File: config.mk
export PLATFORM = sky130hd
export DESIGN_NAME = impact_quiet_fall_detector_top
export DESIGN_NICKNAME = d
export VERILOG_FILES = /design/src/rtl/ifd_pkg.sv /design/src/rtl/impact_quiet_fall_detector_top.sv /design/src/rtl/ifd_front.sv /design/src/rtl/ifd_fifo.sv /design/src/rtl/ifd_back.sv
export SDC_FILE = /design/constraint.sdc
export NUM_CORES = 2
export LEC_CHECK = 0
export BUFFER_PORTS_ARGS = -buffer_cell sky130_fd_sc_hd__buf_2
export CAP_MARGIN = 20
export CORE_ASPECT_RATIO = 0.8
export CORE_MARGIN = 10
export CORE_UTILIZATION = 55
export CTS_CLUSTER_DIAMETER = 60
export DETAILED_ROUTE_END_ITERATION = 8
export PLACE_DENSITY = 0.73
export SETUP_SLACK_MARGIN = 0.3
export SLEW_MARGIN = 20
export SYNTH_ARGS = -nofsm -noshare
export SYNTH_HDL_FRONTEND = slang
export SYNTH_SLANG_ARGS = --single-unit
File: constraint.sdc
create_clock -name clk -period 16.5 [get_ports clk]
set_input_delay 4.95 -clock clk [delete_from_list [all_inputs] [get_ports clk]]
set_output_delay 4.95 -clock clk [all_outputs]
set_load 0.02 [all_outputs]
File: src/rtl/ifd_pkg.sv
// Shared types and constants for the impact-then-quiet fall detector.
package ifd_pkg;

	localparam int unsigned FIFO_DEPTH = 4;
	localparam int unsigned FIFO_AW    = $clog2(FIFO_DEPTH);
	localparam int unsigned FIFO_CW    = $clog2(FIFO_DEPTH + 1);

	localparam int unsigned CFG_IW = 2;
	localparam int unsigned CFG_DW = 32;

	localparam logic [31:0] IMPACT_RESET = 32'd1677721600;
	localparam logic [31:0] QUIET_RESET  = 32'd386547057;
	localparam logic [15:0] SETTLE_RESET = 16'd2000;
	localparam logic [31:0] IMPACT_FLOOR = 32'd24159192;
	localparam logic [31:0] QUIET_FLOOR  = 32'd671089;
	localparam logic [15:0] SETTLE_FLOOR = 16'd100;

	typedef enum logic [CFG_IW-1:0] {
		CFG_IMPACT = 2'd0,
		CFG_QUIET  = 2'd1,
		CFG_SETTLE = 2'd2
	} cfg_idx_t;

	typedef enum logic [1:0] {
		ST_IDLE  = 2'b01,
		ST_ARMED = 2'b10
	} det_state_t;

	typedef struct packed {
		logic signed [15:0] accel_x;
		logic signed [15:0] accel_y;
		logic signed [15:0] accel_z;
		logic signed [15:0] rate_x;
		logic signed [15:0] rate_y;
		logic signed [15:0] rate_z;
		logic        [31:0] time_ms;
		logic        [31:0] mag_sq;
	} item_t;

	typedef struct packed {
		logic full;
		logic empty;
	} fifo_stat_t;

endpackage

File: src/rtl/impact_quiet_fall_detector_top.sv
// Top level of the impact-then-quiet fall detector.
// Takes one motion sample per cycle when in_ready is high and returns one result per sample,
// in order. A sample passes two front stages (axis squares, then magnitude sum), a
// four-entry queue and the detector register stage; throughput is one sample per cycle
// when nothing stalls, as the back-end detector updates once per accepted sample. The
// user must write thresholds through the cfg port only while no sample is in flight; the
// block itself does not enforce this. A write below a threshold's floor is dropped.
module impact_quiet_fall_detector_top (
	input  logic                       clk,
	input  logic                       arst_n,
	input  logic                       cfg_wen,
	input  logic [ifd_pkg::CFG_IW-1:0] cfg_index,
	input  logic [ifd_pkg::CFG_DW-1:0] cfg_data,
	input  logic                       in_valid,
	output logic                       in_ready,
	input  logic signed [15:0]         accel_x,
	input  logic signed [15:0]         accel_y,
	input  logic signed [15:0]         accel_z,
	input  logic signed [15:0]         rate_x,
	input  logic signed [15:0]         rate_y,
	input  logic signed [15:0]         rate_z,
	input  logic        [31:0]         sample_time_ms,
	output logic                       out_valid,
	input  logic                       out_ready,
	output logic                       fall_now,
	output logic                       impact_armed,
	output logic                       event_valid,
	output logic signed [15:0]         event_accel_x,
	output logic signed [15:0]         event_accel_y,
	output logic signed [15:0]         event_accel_z,
	output logic signed [15:0]         event_rate_x,
	output logic signed [15:0]         event_rate_y,
	output logic signed [15:0]         event_rate_z,
	output logic        [31:0]         event_mag_sq,
	output logic        [31:0]         event_time_ms
);
	import ifd_pkg::*;

	fifo_stat_t q_stat;
	item_t      push_item;
	item_t      head_item;
	logic       q_push;
	logic       q_pop;

	ifd_front u_front (
		.clk            (clk),
		.arst_n         (arst_n),
		.in_valid       (in_valid),
		.in_ready       (in_ready),
		.accel_x        (accel_x),
		.accel_y        (accel_y),
		.accel_z        (accel_z),
		.rate_x         (rate_x),
		.rate_y         (rate_y),
		.rate_z         (rate_z),
		.sample_time_ms (sample_time_ms),
		.q_stat         (q_stat),
		.q_push         (q_push),
		.q_item         (push_item)
	);

	ifd_fifo u_fifo (
		.clk       (clk),
		.arst_n    (arst_n),
		.push      (q_push),
		.push_item (push_item),
		.pop       (q_pop),
		.head_item (head_item),
		.stat      (q_stat)
	);

	ifd_back u_back (
		.clk           (clk),
		.arst_n        (arst_n),
		.cfg_wen       (cfg_wen),
		.cfg_index     (cfg_index),
		.cfg_data      (cfg_data),
		.q_stat        (q_stat),
		.q_item        (head_item),
		.q_pop         (q_pop),
		.out_valid     (out_valid),
		.out_ready     (out_ready),
		.fall_now      (fall_now),
		.impact_armed  (impact_armed),
		.event_valid   (event_valid),
		.event_accel_x (event_accel_x),
		.event_accel_y (event_accel_y),
		.event_accel_z (event_accel_z),
		.event_rate_x  (event_rate_x),
		.event_rate_y  (event_rate_y),
		.event_rate_z  (event_rate_z),
		.event_mag_sq  (event_mag_sq),
		.event_time_ms (event_time_ms)
	);

endmodule

File: src/rtl/ifd_front.sv
// Front end: accepts samples, squares the axes and sums the squared magnitude.
module ifd_front (
	input  logic                  clk,
	input  logic                  arst_n,
	input  logic                  in_valid,
	output logic                  in_ready,
	input  logic signed [15:0]    accel_x,
	input  logic signed [15:0]    accel_y,
	input  logic signed [15:0]    accel_z,
	input  logic signed [15:0]    rate_x,
	input  logic signed [15:0]    rate_y,
	input  logic signed [15:0]    rate_z,
	input  logic        [31:0]    sample_time_ms,
	input  ifd_pkg::fifo_stat_t   q_stat,
	output logic                  q_push,
	output ifd_pkg::item_t        q_item
);
	import ifd_pkg::*;

	logic               valid_s1;
	logic               valid_s2;
	item_t              sample_s1;
	item_t              item_s2;
	logic        [31:0] sq_x_s1;
	logic        [31:0] sq_y_s1;
	logic        [31:0] sq_z_s1;
	logic signed [31:0] prod_x;
	logic signed [31:0] prod_y;
	logic signed [31:0] prod_z;
	logic               load_s2;
	logic               load_s1;

	assign prod_x = accel_x * accel_x;
	assign prod_y = accel_y * accel_y;
	assign prod_z = accel_z * accel_z;

	assign q_push   = valid_s2 && !q_stat.full;
	assign q_item   = item_s2;
	assign load_s2  = !valid_s2 || q_push;
	assign load_s1  = !valid_s1 || load_s2;
	assign in_ready = load_s1;

	always_ff @(posedge clk or negedge arst_n) begin
		if (!arst_n) begin
			valid_s1 <= 1'b0;
			valid_s2 <= 1'b0;
		end else begin
			if (load_s1) valid_s1 <= in_valid;
			if (load_s2) valid_s2 <= valid_s1;
		end
	end

	always_ff @(posedge clk) begin
		if (load_s1 && in_valid) begin
			sample_s1.accel_x <= accel_x;
			sample_s1.accel_y <= accel_y;
			sample_s1.accel_z <= accel_z;
			sample_s1.rate_x  <= rate_x;
			sample_s1.rate_y  <= rate_y;
			sample_s1.rate_z  <= rate_z;
			sample_s1.time_ms <= sample_time_ms;
			sample_s1.mag_sq  <= 32'd0;
			sq_x_s1           <= unsigned'(prod_x);
			sq_y_s1           <= unsigned'(prod_y);
			sq_z_s1           <= unsigned'(prod_z);
		end
		if (load_s2 && valid_s1) begin
			item_s2 <= {sample_s1[$bits(item_t)-1:32], sq_x_s1 + sq_y_s1 + sq_z_s1};
		end
	end

	ap_push_not_full: assert property (@(posedge clk) disable iff (!arst_n)
		q_push |-> !q_stat.full)
		else $error("push into full queue");

	ap_s1_held: assert property (@(posedge clk) disable iff (!arst_n)
		valid_s1 && !load_s2 |=> valid_s1 && $stable(sq_x_s1))
		else $error("stalled stage one lost its sample");

	ap_ready_when_empty: assert property (@(posedge clk) disable iff (!arst_n)
		!valid_s1 |-> in_ready)
		else $error("empty front refused a sample");

endmodule

File: src/rtl/ifd_fifo.sv
// Short queue of samples with their squared magnitude between the front and back ends.
module ifd_fifo (
	input  logic                 clk,
	input  logic                 arst_n,
	input  logic                 push,
	input  ifd_pkg::item_t       push_item,
	input  logic                 pop,
	output ifd_pkg::item_t       head_item,
	output ifd_pkg::fifo_stat_t  stat
);
	import ifd_pkg::*;

	item_t              mem_q [FIFO_DEPTH];
	logic [FIFO_AW-1:0] wr_ptr_q;
	logic [FIFO_AW-1:0] rd_ptr_q;
	logic [FIFO_CW-1:0] count_q;
	logic               do_push;
	logic               do_pop;

	assign stat.full  = (count_q == FIFO_CW'(FIFO_DEPTH));
	assign stat.empty = (count_q == '0);
	assign do_push    = push && !stat.full;
	assign do_pop     = pop && !stat.empty;
	assign head_item  = mem_q[rd_ptr_q];

	function automatic logic [FIFO_AW-1:0] next_ptr(input logic [FIFO_AW-1:0] p);
		return (p == FIFO_AW'(FIFO_DEPTH - 1)) ? '0 : p + 1'b1;
	endfunction

	always_ff @(posedge clk or negedge arst_n) begin
		if (!arst_n) begin
			wr_ptr_q <= '0;
			rd_ptr_q <= '0;
			count_q  <= '0;
		end else begin
			if (do_push) wr_ptr_q <= next_ptr(wr_ptr_q);
			if (do_pop) rd_ptr_q <= next_ptr(rd_ptr_q);
			if (do_push && !do_pop) count_q <= count_q + 1'b1;
			else if (do_pop && !do_push) count_q <= count_q - 1'b1;
		end
	end

	always_ff @(posedge clk) begin
		if (do_push) mem_q[wr_ptr_q] <= push_item;
	end

	ap_count_bound: assert property (@(posedge clk) disable iff (!arst_n)
		count_q <= FIFO_CW'(FIFO_DEPTH))
		else $error("queue count beyond depth");

	ap_pop_count: assert property (@(posedge clk) disable iff (!arst_n)
		do_pop && !do_push |=> count_q == $past(count_q) - 1'b1)
		else $error("queue count did not drop on transfer out");

	ap_push_count: assert property (@(posedge clk) disable iff (!arst_n)
		do_push && !do_pop |=> count_q == $past(count_q) + 1'b1)
		else $error("queue count did not rise on transfer in");

endmodule

File: src/rtl/ifd_back.sv
// Back end: detector state, threshold registers and the latched result.
module ifd_back (
	input  logic                       clk,
	input  logic                       arst_n,
	input  logic                       cfg_wen,
	input  logic [ifd_pkg::CFG_IW-1:0] cfg_index,
	input  logic [ifd_pkg::CFG_DW-1:0] cfg_data,
	input  ifd_pkg::fifo_stat_t        q_stat,
	input  ifd_pkg::item_t             q_item,
	output logic                       q_pop,
	output logic                       out_valid,
	input  logic                       out_ready,
	output logic                       fall_now,
	output logic                       impact_armed,
	output logic                       event_valid,
	output logic signed [15:0]         event_accel_x,
	output logic signed [15:0]         event_accel_y,
	output logic signed [15:0]         event_accel_z,
	output logic signed [15:0]         event_rate_x,
	output logic signed [15:0]         event_rate_y,
	output logic signed [15:0]         event_rate_z,
	output logic        [31:0]         event_mag_sq,
	output logic        [31:0]         event_time_ms
);
	import ifd_pkg::*;

	logic [31:0] impact_level_q;
	logic [31:0] quiet_level_q;
	logic [15:0] settle_window_q;
	det_state_t  state_q;
	det_state_t  state_d;
	logic [31:0] impact_time_q;
	logic        out_valid_q;
	logic        fall_q;
	logic        have_event_q;
	item_t       event_q;
	logic [31:0] elapsed;
	logic        fall_d;

	always_ff @(posedge clk or negedge arst_n) begin
		if (!arst_n) begin
			impact_level_q  <= IMPACT_RESET;
			quiet_level_q   <= QUIET_RESET;
			settle_window_q <= SETTLE_RESET;
		end else if (cfg_wen) begin
			unique case (cfg_idx_t'(cfg_index))
				CFG_IMPACT: begin
					if (cfg_data >= IMPACT_FLOOR) impact_level_q <= cfg_data;
				end
				CFG_QUIET: begin
					if (cfg_data >= QUIET_FLOOR) quiet_level_q <= cfg_data;
				end
				CFG_SETTLE: begin
					if (cfg_data[15:0] >= SETTLE_FLOOR) settle_window_q <= cfg_data[15:0];
				end
				default: ;
			endcase
		end
	end

	assign q_pop   = !q_stat.empty && (!out_valid_q || out_ready);
	assign elapsed = q_item.time_ms - impact_time_q;

	always_comb begin
		state_d = state_q;
		fall_d  = 1'b0;
		unique case (state_q)
			ST_IDLE: begin
				if (q_item.mag_sq >= impact_level_q) state_d = ST_ARMED;
			end
			ST_ARMED: begin
				priority if (elapsed > {16'd0, settle_window_q}) begin
					state_d = ST_IDLE;
				end else if (q_item.mag_sq <= quiet_level_q) begin
					state_d = ST_IDLE;
					fall_d  = 1'b1;
				end else begin
					state_d = ST_ARMED;
				end
			end
			default: state_d = ST_IDLE;
		endcase
	end

	always_ff @(posedge clk or negedge arst_n) begin
		if (!arst_n) begin
			state_q       <= ST_IDLE;
			impact_time_q <= '0;
			out_valid_q   <= 1'b0;
			fall_q        <= 1'b0;
			have_event_q  <= 1'b0;
			event_q       <= '0;
		end else begin
			out_valid_q <= q_pop || (out_valid_q && !out_ready);
			if (q_pop) begin
				state_q     <= state_d;
				fall_q      <= fall_d;
				if (state_q == ST_IDLE && state_d == ST_ARMED) impact_time_q <= q_item.time_ms;
				if (fall_d) begin
					have_event_q <= 1'b1;
					event_q      <= q_item;
				end
			end
		end
	end

	assign out_valid     = out_valid_q;
	assign fall_now      = fall_q;
	assign impact_armed  = (state_q == ST_ARMED);
	assign event_valid   = have_event_q;
	assign event_accel_x = event_q.accel_x;
	assign event_accel_y = event_q.accel_y;
	assign event_accel_z = event_q.accel_z;
	assign event_rate_x  = event_q.rate_x;
	assign event_rate_y  = event_q.rate_y;
	assign event_rate_z  = event_q.rate_z;
	assign event_mag_sq  = event_q.mag_sq;
	assign event_time_ms = event_q.time_ms;

	ap_fall_has_event: assert property (@(posedge clk) disable iff (!arst_n)
		out_valid_q && fall_q |-> have_event_q && state_q == ST_IDLE)
		else $error("fall reported without latched event or still armed");

	ap_fall_is_quiet: assert property (@(posedge clk) disable iff (!arst_n)
		out_valid_q && fall_q |-> event_q.mag_sq <= quiet_level_q)
		else $error("latched fall sample above quiet level");

	ap_floors_kept: assert property (@(posedge clk) disable iff (!arst_n)
		impact_level_q >= IMPACT_FLOOR && quiet_level_q >= QUIET_FLOOR
		&& settle_window_q >= SETTLE_FLOOR)
		else $error("threshold register below its floor");

	ap_hold_result: assert property (@(posedge clk) disable iff (!arst_n)
		out_valid_q && !out_ready |=> out_valid_q && $stable(event_q) && $stable(fall_q))
		else $error("stalled result changed");

endmodule
**After elaboration in Yosys (flattened, before gate mapping)**

Memory sizes are Yosys's and may differ from the RTL's.
Index checks and enable logic that the tools add are counted.

- Register bits: 670
- Memories: 1
- Memory bits (writable): 640
- Latch bits: 0
- Output and inout bits: 165
- Bits of input ports: 167
- ROM bits: 0
- Logic and storage cells: 107

- Bitwise logic cells: 0
- Div/mod/pow operators: 0
- Multiply operators: 3
- Shifts and indexed selects: 0
- Add/sub/neg operators: 7
- Muxes and demuxes: 13
- Reduce and logical (&&, ||, !) cells: 30
- $lt $le $gt $ge: 6
- Equal/unequal tests: 8

Memories:

| name | depth | bits a word | read ports | clocked after Yosys merged registers in | wr ports | RTL line | RTL |
|---|---|---|---|---|---|---|---|
| u_fifo.mem_q | 4 | 160 | 1 | 0 | 1 | ifd_fifo.sv:13 | `item_t mem_q [FIFO_DEPTH];` |

Operators by type and width:

| kind | count |
|---|---|
| $mul A16 B16 Y32 | 3 |
| $add A32 B32 Y32 | 2 |
| $ge A32 B20 Y1 const B | 1 |
| $ge A32 B25 Y1 const B | 1 |
| $ge A32 B32 Y1 | 1 |
| $gt A32 B16 Y1 | 1 |
| $le A32 B32 Y1 | 1 |
| $sub A32 B32 Y32 | 1 |
| $ge A16 B7 Y1 const B | 1 |
| $eq A2 B2 Y1 const B | 5 |
| $logic_and A1 B1 Y1 | 10 |
| $mux W2 | 5 |
| $reduce_and A3 Y1 | 3 |
| $logic_not A1 Y1 | 8 |
| $mux W3 | 2 |
| $mux W1 | 5 |
| $add A2 B1 Y2 const B | 2 |
| $eq A2 B1 Y1 const B | 2 |
| $logic_or A1 B1 Y1 | 4 |
| $pmux W2 S2 | 1 |
| $reduce_and A2 Y1 | 2 |
| $add A3 B1 Y3 const B | 1 |
| $eq A3 B3 Y1 const B | 1 |
| $logic_not A3 Y1 | 1 |
| other kinds (3) | 3 |

**Longest topological paths before layout**

- Depth after elaboration: 8
- Depth in mapped cells: 28
- Mapped depth without buffers: 26

**Cells and area by module**

Synthesis repeated with hierarchy kept, for this count alone.

- Cells, all modules: 5,892
- Area, all modules: 79,811.5 µm²

Modules (own cells, without submodules):

| module | sequential area each (µm²) | cells each | area each (µm²) | instances |
|---|---|---|---|---|
| ifd_front | 11,400.9 | 3,597 | 40,533.9 | 1 |
| ifd_fifo | 19,393.6 | 873 | 23,493.8 | 1 |
| ifd_back | 6,962.9 | 1,422 | 15,783.9 | 1 |

**Worst setup path before layout**

Ideal clock, no wire load.

- Kind: in2reg
- Start point: input accel_y[2]
- End point: register u_front.sq_y_s1[31] (data pin)
- Data required time: 16.239 ns
- Cell stages on the path: 24
- Library setup time: 0.261 ns
- Path slack: 5.298 ns
- Path buffers: 2
- Data arrival time: 10.940 ns
- Cells stage by stage: clkbuf_1 > clkbuf_1 > nand2_1 > fa_1 > fa_1 > fa_1 > inv_1 > fa_1 > fa_1 > inv_1 > fa_1 > inv_1 > ha_1 > nand4_1 > nor2_1 > a2111oi_0 > a21oi_1 > nand3_1 > a21o_1 > o21ai_0 > or4_1 > a31oi_1 > o21ai_0 > xnor2_1

- Word-level cells in the longest chain between the ends: 1

RTL lines:

| element | RTL line | RTL |
|---|---|---|
| start, declared | impact_quiet_fall_detector_top.sv:17 | `input logic signed [15:0] accel_y,` |
| $mul A16 B16 Y32 | ifd_front.sv:34 | `assign prod_y = accel_y * accel_y;` |
| net u_front.prod_y[31] | ifd_front.sv:28 | `logic signed [31:0] prod_y;` |
| end signal, assigned | ifd_front.sv:64 | `sq_y_s1 <= unsigned'(prod_y);` |
| end, declared | ifd_front.sv:25 | `logic [31:0] sq_y_s1;` |

The timed path passes the listed nets, and every way through them passes these cells.
A chain may end at the register's enable or synchronous reset.

**Final worst setup path**

- Start point: input accel_y[15]
- End point: register u_front.sq_y_s1[31] (data pin)

Same word-level chain as after synthesis.

==> impl_results.html <==
<table>
<tr><th>Metric</th><th>Value</th></tr>
<tr><th colspan="2">Run status</th></tr>
<tr><td>Outcome</td><td>finished clean</td></tr>
<tr><th colspan="2">STA</th></tr>
<tr><td>Worst clock skew</td><td>~46 ps</td></tr>
<tr><td>Final count of hold timing violations</td><td>0</td></tr>
<tr><td>Hold slack final</td><td>402.4 ps</td></tr>
<tr><td>Measured slew at the worst slew-check pin</td><td>around 1100 ps</td></tr>
<tr><td>Minimum period implied by the final worst setup slack</td><td>between 10,000 and 15,000 ps</td></tr>
<tr><td>Pins over their slew limit</td><td>0</td></tr>
<tr><td>Sum of negative setup slack</td><td>0 ps</td></tr>
<tr><td>Period utilisation layout</td><td>0.6803</td></tr>
<tr><td>Unrepaired setup endpoints after global routing</td><td>false</td></tr>
<tr><td>Least setup slack across all paths after layout</td><td>~5300 ps</td></tr>
<tr><td>Fmax</td><td>0.08908 GHz</td></tr>
<tr><td>Setup Viol. Count Final</td><td>0</td></tr>
<tr><td>Max_slew headroom</td><td>0.2640</td></tr>
<tr><th colspan="2">Die</th></tr>
<tr><td>Placeable core region</td><td>140,500 sq um</td></tr>
<tr><td>Starting utilization of the core area</td><td>0.5534</td></tr>
<tr><td>Full die area</td><td>156,900 sq um</td></tr>
<tr><td>Number of rows created at floorplan</td><td>between 100 and 150</td></tr>
<tr><td>Chip Width</td><td>between 400 and 500 um</td></tr>
<tr><td>Num ports</td><td>~330</td></tr>
<tr><td>Y dimension of the die</td><td>approximately 360 um</td></tr>
<tr><th colspan="2">CTS</th></tr>
<tr><td># resized after CTS</td><td>0</td></tr>
<tr><td>Number of buffers inserted for hold repair after clock tree synthesis</td><td>0</td></tr>
<tr><td>Number of sinks driven by the clock tree</td><td>1,304</td></tr>
<tr><td>Worst-skew pair later-pin latency</td><td>just under 800 ps</td></tr>
<tr><td>Clock-pin slew of the registers on the worst-case setup and hold paths</td><td>about 60 ps</td></tr>
<tr><td>Deepest clock path buffer count</td><td>3</td></tr>
<tr><td>Number of buffers added by the clock tree synthesis step</td><td>roughly 140</td></tr>
<tr><td>CTS tree</td><td>done</td></tr>
<tr><td>Maximum level of the CTS H-tree</td><td>4</td></tr>
<tr><td>Number of buffers inserted to repair setup after CTS</td><td>0</td></tr>
<tr><td>CTS root buffer</td><td>sky130_fd_sc_hd__clkbuf_16</td></tr>
<tr><th colspan="2">Setup path</th></tr>
<tr><td>Worst path buffer plus inverter count</td><td>4</td></tr>
<tr><td>Peak per-stage delay on the critical path</td><td>between 900 and 1000 ps</td></tr>
<tr><td>Arrival time of data at the critical path endpoint</td><td>around 12,000 ps</td></tr>
<tr><td>Cell with the largest stage delay on the worst path</td><td>sky130_fd_sc_hd__fa_1</td></tr>
<tr><td>Dominant delay contributor by cell family on the critical path</td><td>adder cells</td></tr>
<tr><td>Worst path required time</td><td>16,990 ps</td></tr>
<tr><td>Ordered list of cells on the worst path</td><td>buf_2 -&gt; inv_1 -&gt; nor2_1 -&gt; fa_1 -&gt; fa_1 -&gt; fa_1 -&gt; fa_1 -&gt; fa_1 -&gt; inv_1 -&gt; fa_1 -&gt; inv_1 -&gt; ha_1 -&gt; or2_2 -&gt; a211oi_1 -&gt; a21o_1 -&gt; o21ai_0 -&gt; or4_1 -&gt; a31oi_1 -&gt; o21ai_0 -&gt; xnor2_1</td></tr>
<tr><td>Start-to-end type of the worst setup path</td><td>in -&gt; reg</td></tr>
<tr><td>Startpoint class of the critical path</td><td>input port</td></tr>
<tr><td>Critical-path maximum fanout</td><td>20</td></tr>
<tr><td>Kind of capture point of the worst setup path</td><td>flop</td></tr>
<tr><td>Cell occurring most often along the worst timing path</td><td>sky130_fd_sc_hd__fa_1</td></tr>
<tr><th colspan="2">Detailed routing</th></tr>
<tr><td>Post-route DRC violation count</td><td>0</td></tr>
<tr><td>Number of design-rule violations left by the first detailed-router iteration</td><td>roughly 3,000</td></tr>
<tr><td>Overall via count from detail_route</td><td>43,514</td></tr>
<tr><td>Remaining antenna violation count after routing</td><td>0</td></tr>
<tr><td>Length of the first detailed-routing pass in iterations</td><td>5</td></tr>
<tr><td>Post-detailed-route via-to-cell ratio</td><td>5.466</td></tr>
<tr><td>Final Routed Wirelength</td><td>around 170 mm</td></tr>
<tr><td>Average wire length per cell after detail routing</td><td>about 22 um</td></tr>
<tr><th colspan="2">Cells and area</th></tr>
<tr><td>Leading cell type in the layout, fill and taps excluded</td><td>sky130_fd_sc_hd__inv_1</td></tr>
<tr><td>Top library cells by usage in the layout, fill and taps aside</td><td>1,087 x sky130_fd_sc_hd__inv_1, 1,018 x sky130_fd_sc_hd__edfxtp_1, 737 x sky130_fd_sc_hd__fa_1</td></tr>
<tr><td>Final layout net count</td><td>7,286</td></tr>
<tr><td>Area growth from synthesis to layout</td><td>10.85%</td></tr>
<tr><td>Share of cells above drive strength 1</td><td>0.1623</td></tr>
<tr><td>Final core area utilization</td><td>0.6134</td></tr>
<tr><th colspan="2">Yosys</th></tr>
<tr><td>Number of distinct standard cells referenced by the synthesized netlist</td><td>just under 80</td></tr>
<tr><td>YS warnings</td><td>0</td></tr>
<tr><td>Async S/R FF share, synth</td><td>0.2193</td></tr>
<tr><td>Post-synthesis register bit count</td><td>roughly 1,300</td></tr>
<tr><td>Syn Std Cell Area</td><td>77,750 sq um</td></tr>
<tr><td>Main synth FF type</td><td>sky130_fd_sc_hd__edfxtp_1</td></tr>
<tr><td>Synthesized area per cell</td><td>13.88 sq um</td></tr>
<tr><td>Gate Count Post-Synth</td><td>5,603</td></tr>
<tr><td>Number of flops mapped to enable cells by yosys</td><td>approximately 1,000</td></tr>
<tr><td>Top-area cell type share of the netlist area</td><td>0.3932</td></tr>
<tr><td>Sequential fraction of the synthesis area</td><td>0.4856</td></tr>
<tr><td>Cell types occupying the most area after synthesis</td><td>sky130_fd_sc_hd__edfxtp_1 39%, sky130_fd_sc_hd__fa_1 19%, sky130_fd_sc_hd__dfrtp_1 8.4%</td></tr>
<tr><td>Synth area leader</td><td>sky130_fd_sc_hd__edfxtp_1</td></tr>
<tr><th colspan="2">Place</th></tr>
<tr><td>Final weighted congestion in routability-driven placement</td><td>approximately 0.90</td></tr>
<tr><td>Number of buffers inserted by port buffering</td><td>331</td></tr>
<tr><td>Final HPWL DP</td><td>around 120 mm</td></tr>
<tr><td>Worst setup slack before clock tree synthesis</td><td>about 4500 ps</td></tr>
<tr><th colspan="2">Global route</th></tr>
<tr><td>Pin count of the biggest net entering global routing</td><td>125</td></tr>
<tr><td>Total congestion overflow after global routing</td><td>0</td></tr>
<tr><td>Number of global-route vias before repair</td><td>around 47,000</td></tr>
<tr><td>Number of antenna violations at the first check in global routing</td><td>17</td></tr>
<tr><td>Wire length of the first global-routing pass</td><td>271.1 mm</td></tr>
<tr><td>Total global routing track utilization</td><td>0.2227</td></tr>
<tr><th colspan="2">Flow run</th></tr>
<tr><td>Number of max-cap violations</td><td>0</td></tr>
<tr><th colspan="2">Worst hold path</th></tr>
<tr><td>Worst min-delay path category</td><td>reg -&gt; reg</td></tr>
</table>
sequential cells by signal, summed over array words and instances (netlist names), 31 cells and up:
register               cells
u_front.sample_s1        125
u_back.event_mag_sq       32
u_front.sq_z_s1           31
u_fifo.mem_q             640
u_back.impact_level_q     32
u_front.sq_y_s1           31
u_back.quiet_level_q      32
u_front.q_item           160
u_back.event_time_ms      32
u_back.impact_time_q      32
u_front.sq_x_s1           31
synth_stat cells, types with 11 or more instances:
| master | count |
|---|---|
| sky130_fd_sc_hd__o211ai_1 | 18 |
| sky130_fd_sc_hd__nand2_1 | 296 |
| sky130_fd_sc_hd__xnor2_1 | 143 |
| sky130_fd_sc_hd__and3_1 | 13 |
| sky130_fd_sc_hd__buf_1 | 11 |
| sky130_fd_sc_hd__nor3_1 | 26 |
| sky130_fd_sc_hd__dfstp_2 | 25 |
| sky130_fd_sc_hd__nand3_1 | 33 |
| sky130_fd_sc_hd__nand4_1 | 29 |
| sky130_fd_sc_hd__fa_1 | 737 |
| sky130_fd_sc_hd__buf_2 | 11 |
| sky130_fd_sc_hd__clkbuf_1 | 114 |
| sky130_fd_sc_hd__mux4_2 | 160 |
| sky130_fd_sc_hd__and2_1 | 103 |
| sky130_fd_sc_hd__mux2_2 | 192 |
| sky130_fd_sc_hd__nor2b_1 | 21 |
| sky130_fd_sc_hd__ha_1 | 420 |
| sky130_fd_sc_hd__a211oi_1 | 24 |
| sky130_fd_sc_hd__a21oi_1 | 154 |
| sky130_fd_sc_hd__o21ai_0 | 70 |
| sky130_fd_sc_hd__nor2_1 | 190 |
| sky130_fd_sc_hd__nand2b_1 | 34 |
| sky130_fd_sc_hd__edfxtp_1 | 1018 |
| sky130_fd_sc_hd__dfrtp_1 | 261 |
| sky130_fd_sc_hd__a31o_2 | 14 |
| sky130_fd_sc_hd__o21a_1 | 20 |
| sky130_fd_sc_hd__inv_1 | 1087 |
| sky130_fd_sc_hd__xor2_1 | 44 |
| sky130_fd_sc_hd__o21bai_1 | 20 |
| sky130_fd_sc_hd__mux2_1 | 78 |
| sky130_fd_sc_hd__or2_2 | 13 |
| sky130_fd_sc_hd__a31oi_1 | 11 |
| sky130_fd_sc_hd__a21o_1 | 84 |
per-stage QoR:
step | instance area (sq um) | instances
finish | 86190 | 7961
global route | 86180 | 7957
CTS | 86170 | 7955
detailed placement | 81400 | 7693
global placement | 81400 | 7693
floorplan | 77760 | 5605
final timing paths:
path / from / to / slack, ps / cells after the start
setup / recovery: accel_y[15] / u_front.sq_y_s1[31] / 5270 / 20
hold / removal: u_front.sample_s1[138] / u_front.q_item[138] / 400 / 0
setup reg to reg: u_fifo.rd_ptr_q[0] / u_back.event_accel_z[7] / 7220 / 24
hold reg to reg: u_front.sample_s1[138] / u_front.q_item[138] / 400 / 0
max in group asynchronous: arst_n / u_fifo.rd_ptr_q[1] / 10710 / 2
min in group asynchronous: arst_n / u_back.event_rate_z[13] / 4180 / 1
layer usage:
layer | track usage | wire length, um
met1 | 0.3060 | 73160
met2 | 0.3745 | 84630
met3 | 0.03440 | 9697
met4 | 0.05564 | 3700
met5 | 0 | 77
cell type report:
type | instances | area (sq um)
Sequential cell | 1304 | 37770
Fill cell | 10573 | 54320
Clock inverter | 74 | 940.9
Tap cell | 1875 | 2346
Multi-Input combinational cell | 3064 | 35310
Inverter | 1092 | 4099
Timing Repair Buffer | 358 | 1886
Antenna cell | 6 | 15.01
Clock buffer | 188 | 3826
logic make-up (layout without fill, tap and decap cells):
kind of cell / count (synthesis) / after routing / share of synthesized area
other cells: 1 / 9 / 0.00004823
flops: 1304 / 1304 / 0.4856
simple gates: 795 / 795 / 0.04818
mux: 436 / 436 / 0.08622
compound gates: 486 / 486 / 0.04079
fa+ha+maj: 1157 / 1157 / 0.2573
buf+inv: 1237 / 1712 / 0.06076
xor+xnor: 187 / 187 / 0.02106
Power is not shown: default switching activity piles up to over one toggle a cycle in this logic, so the estimate is an artifact.
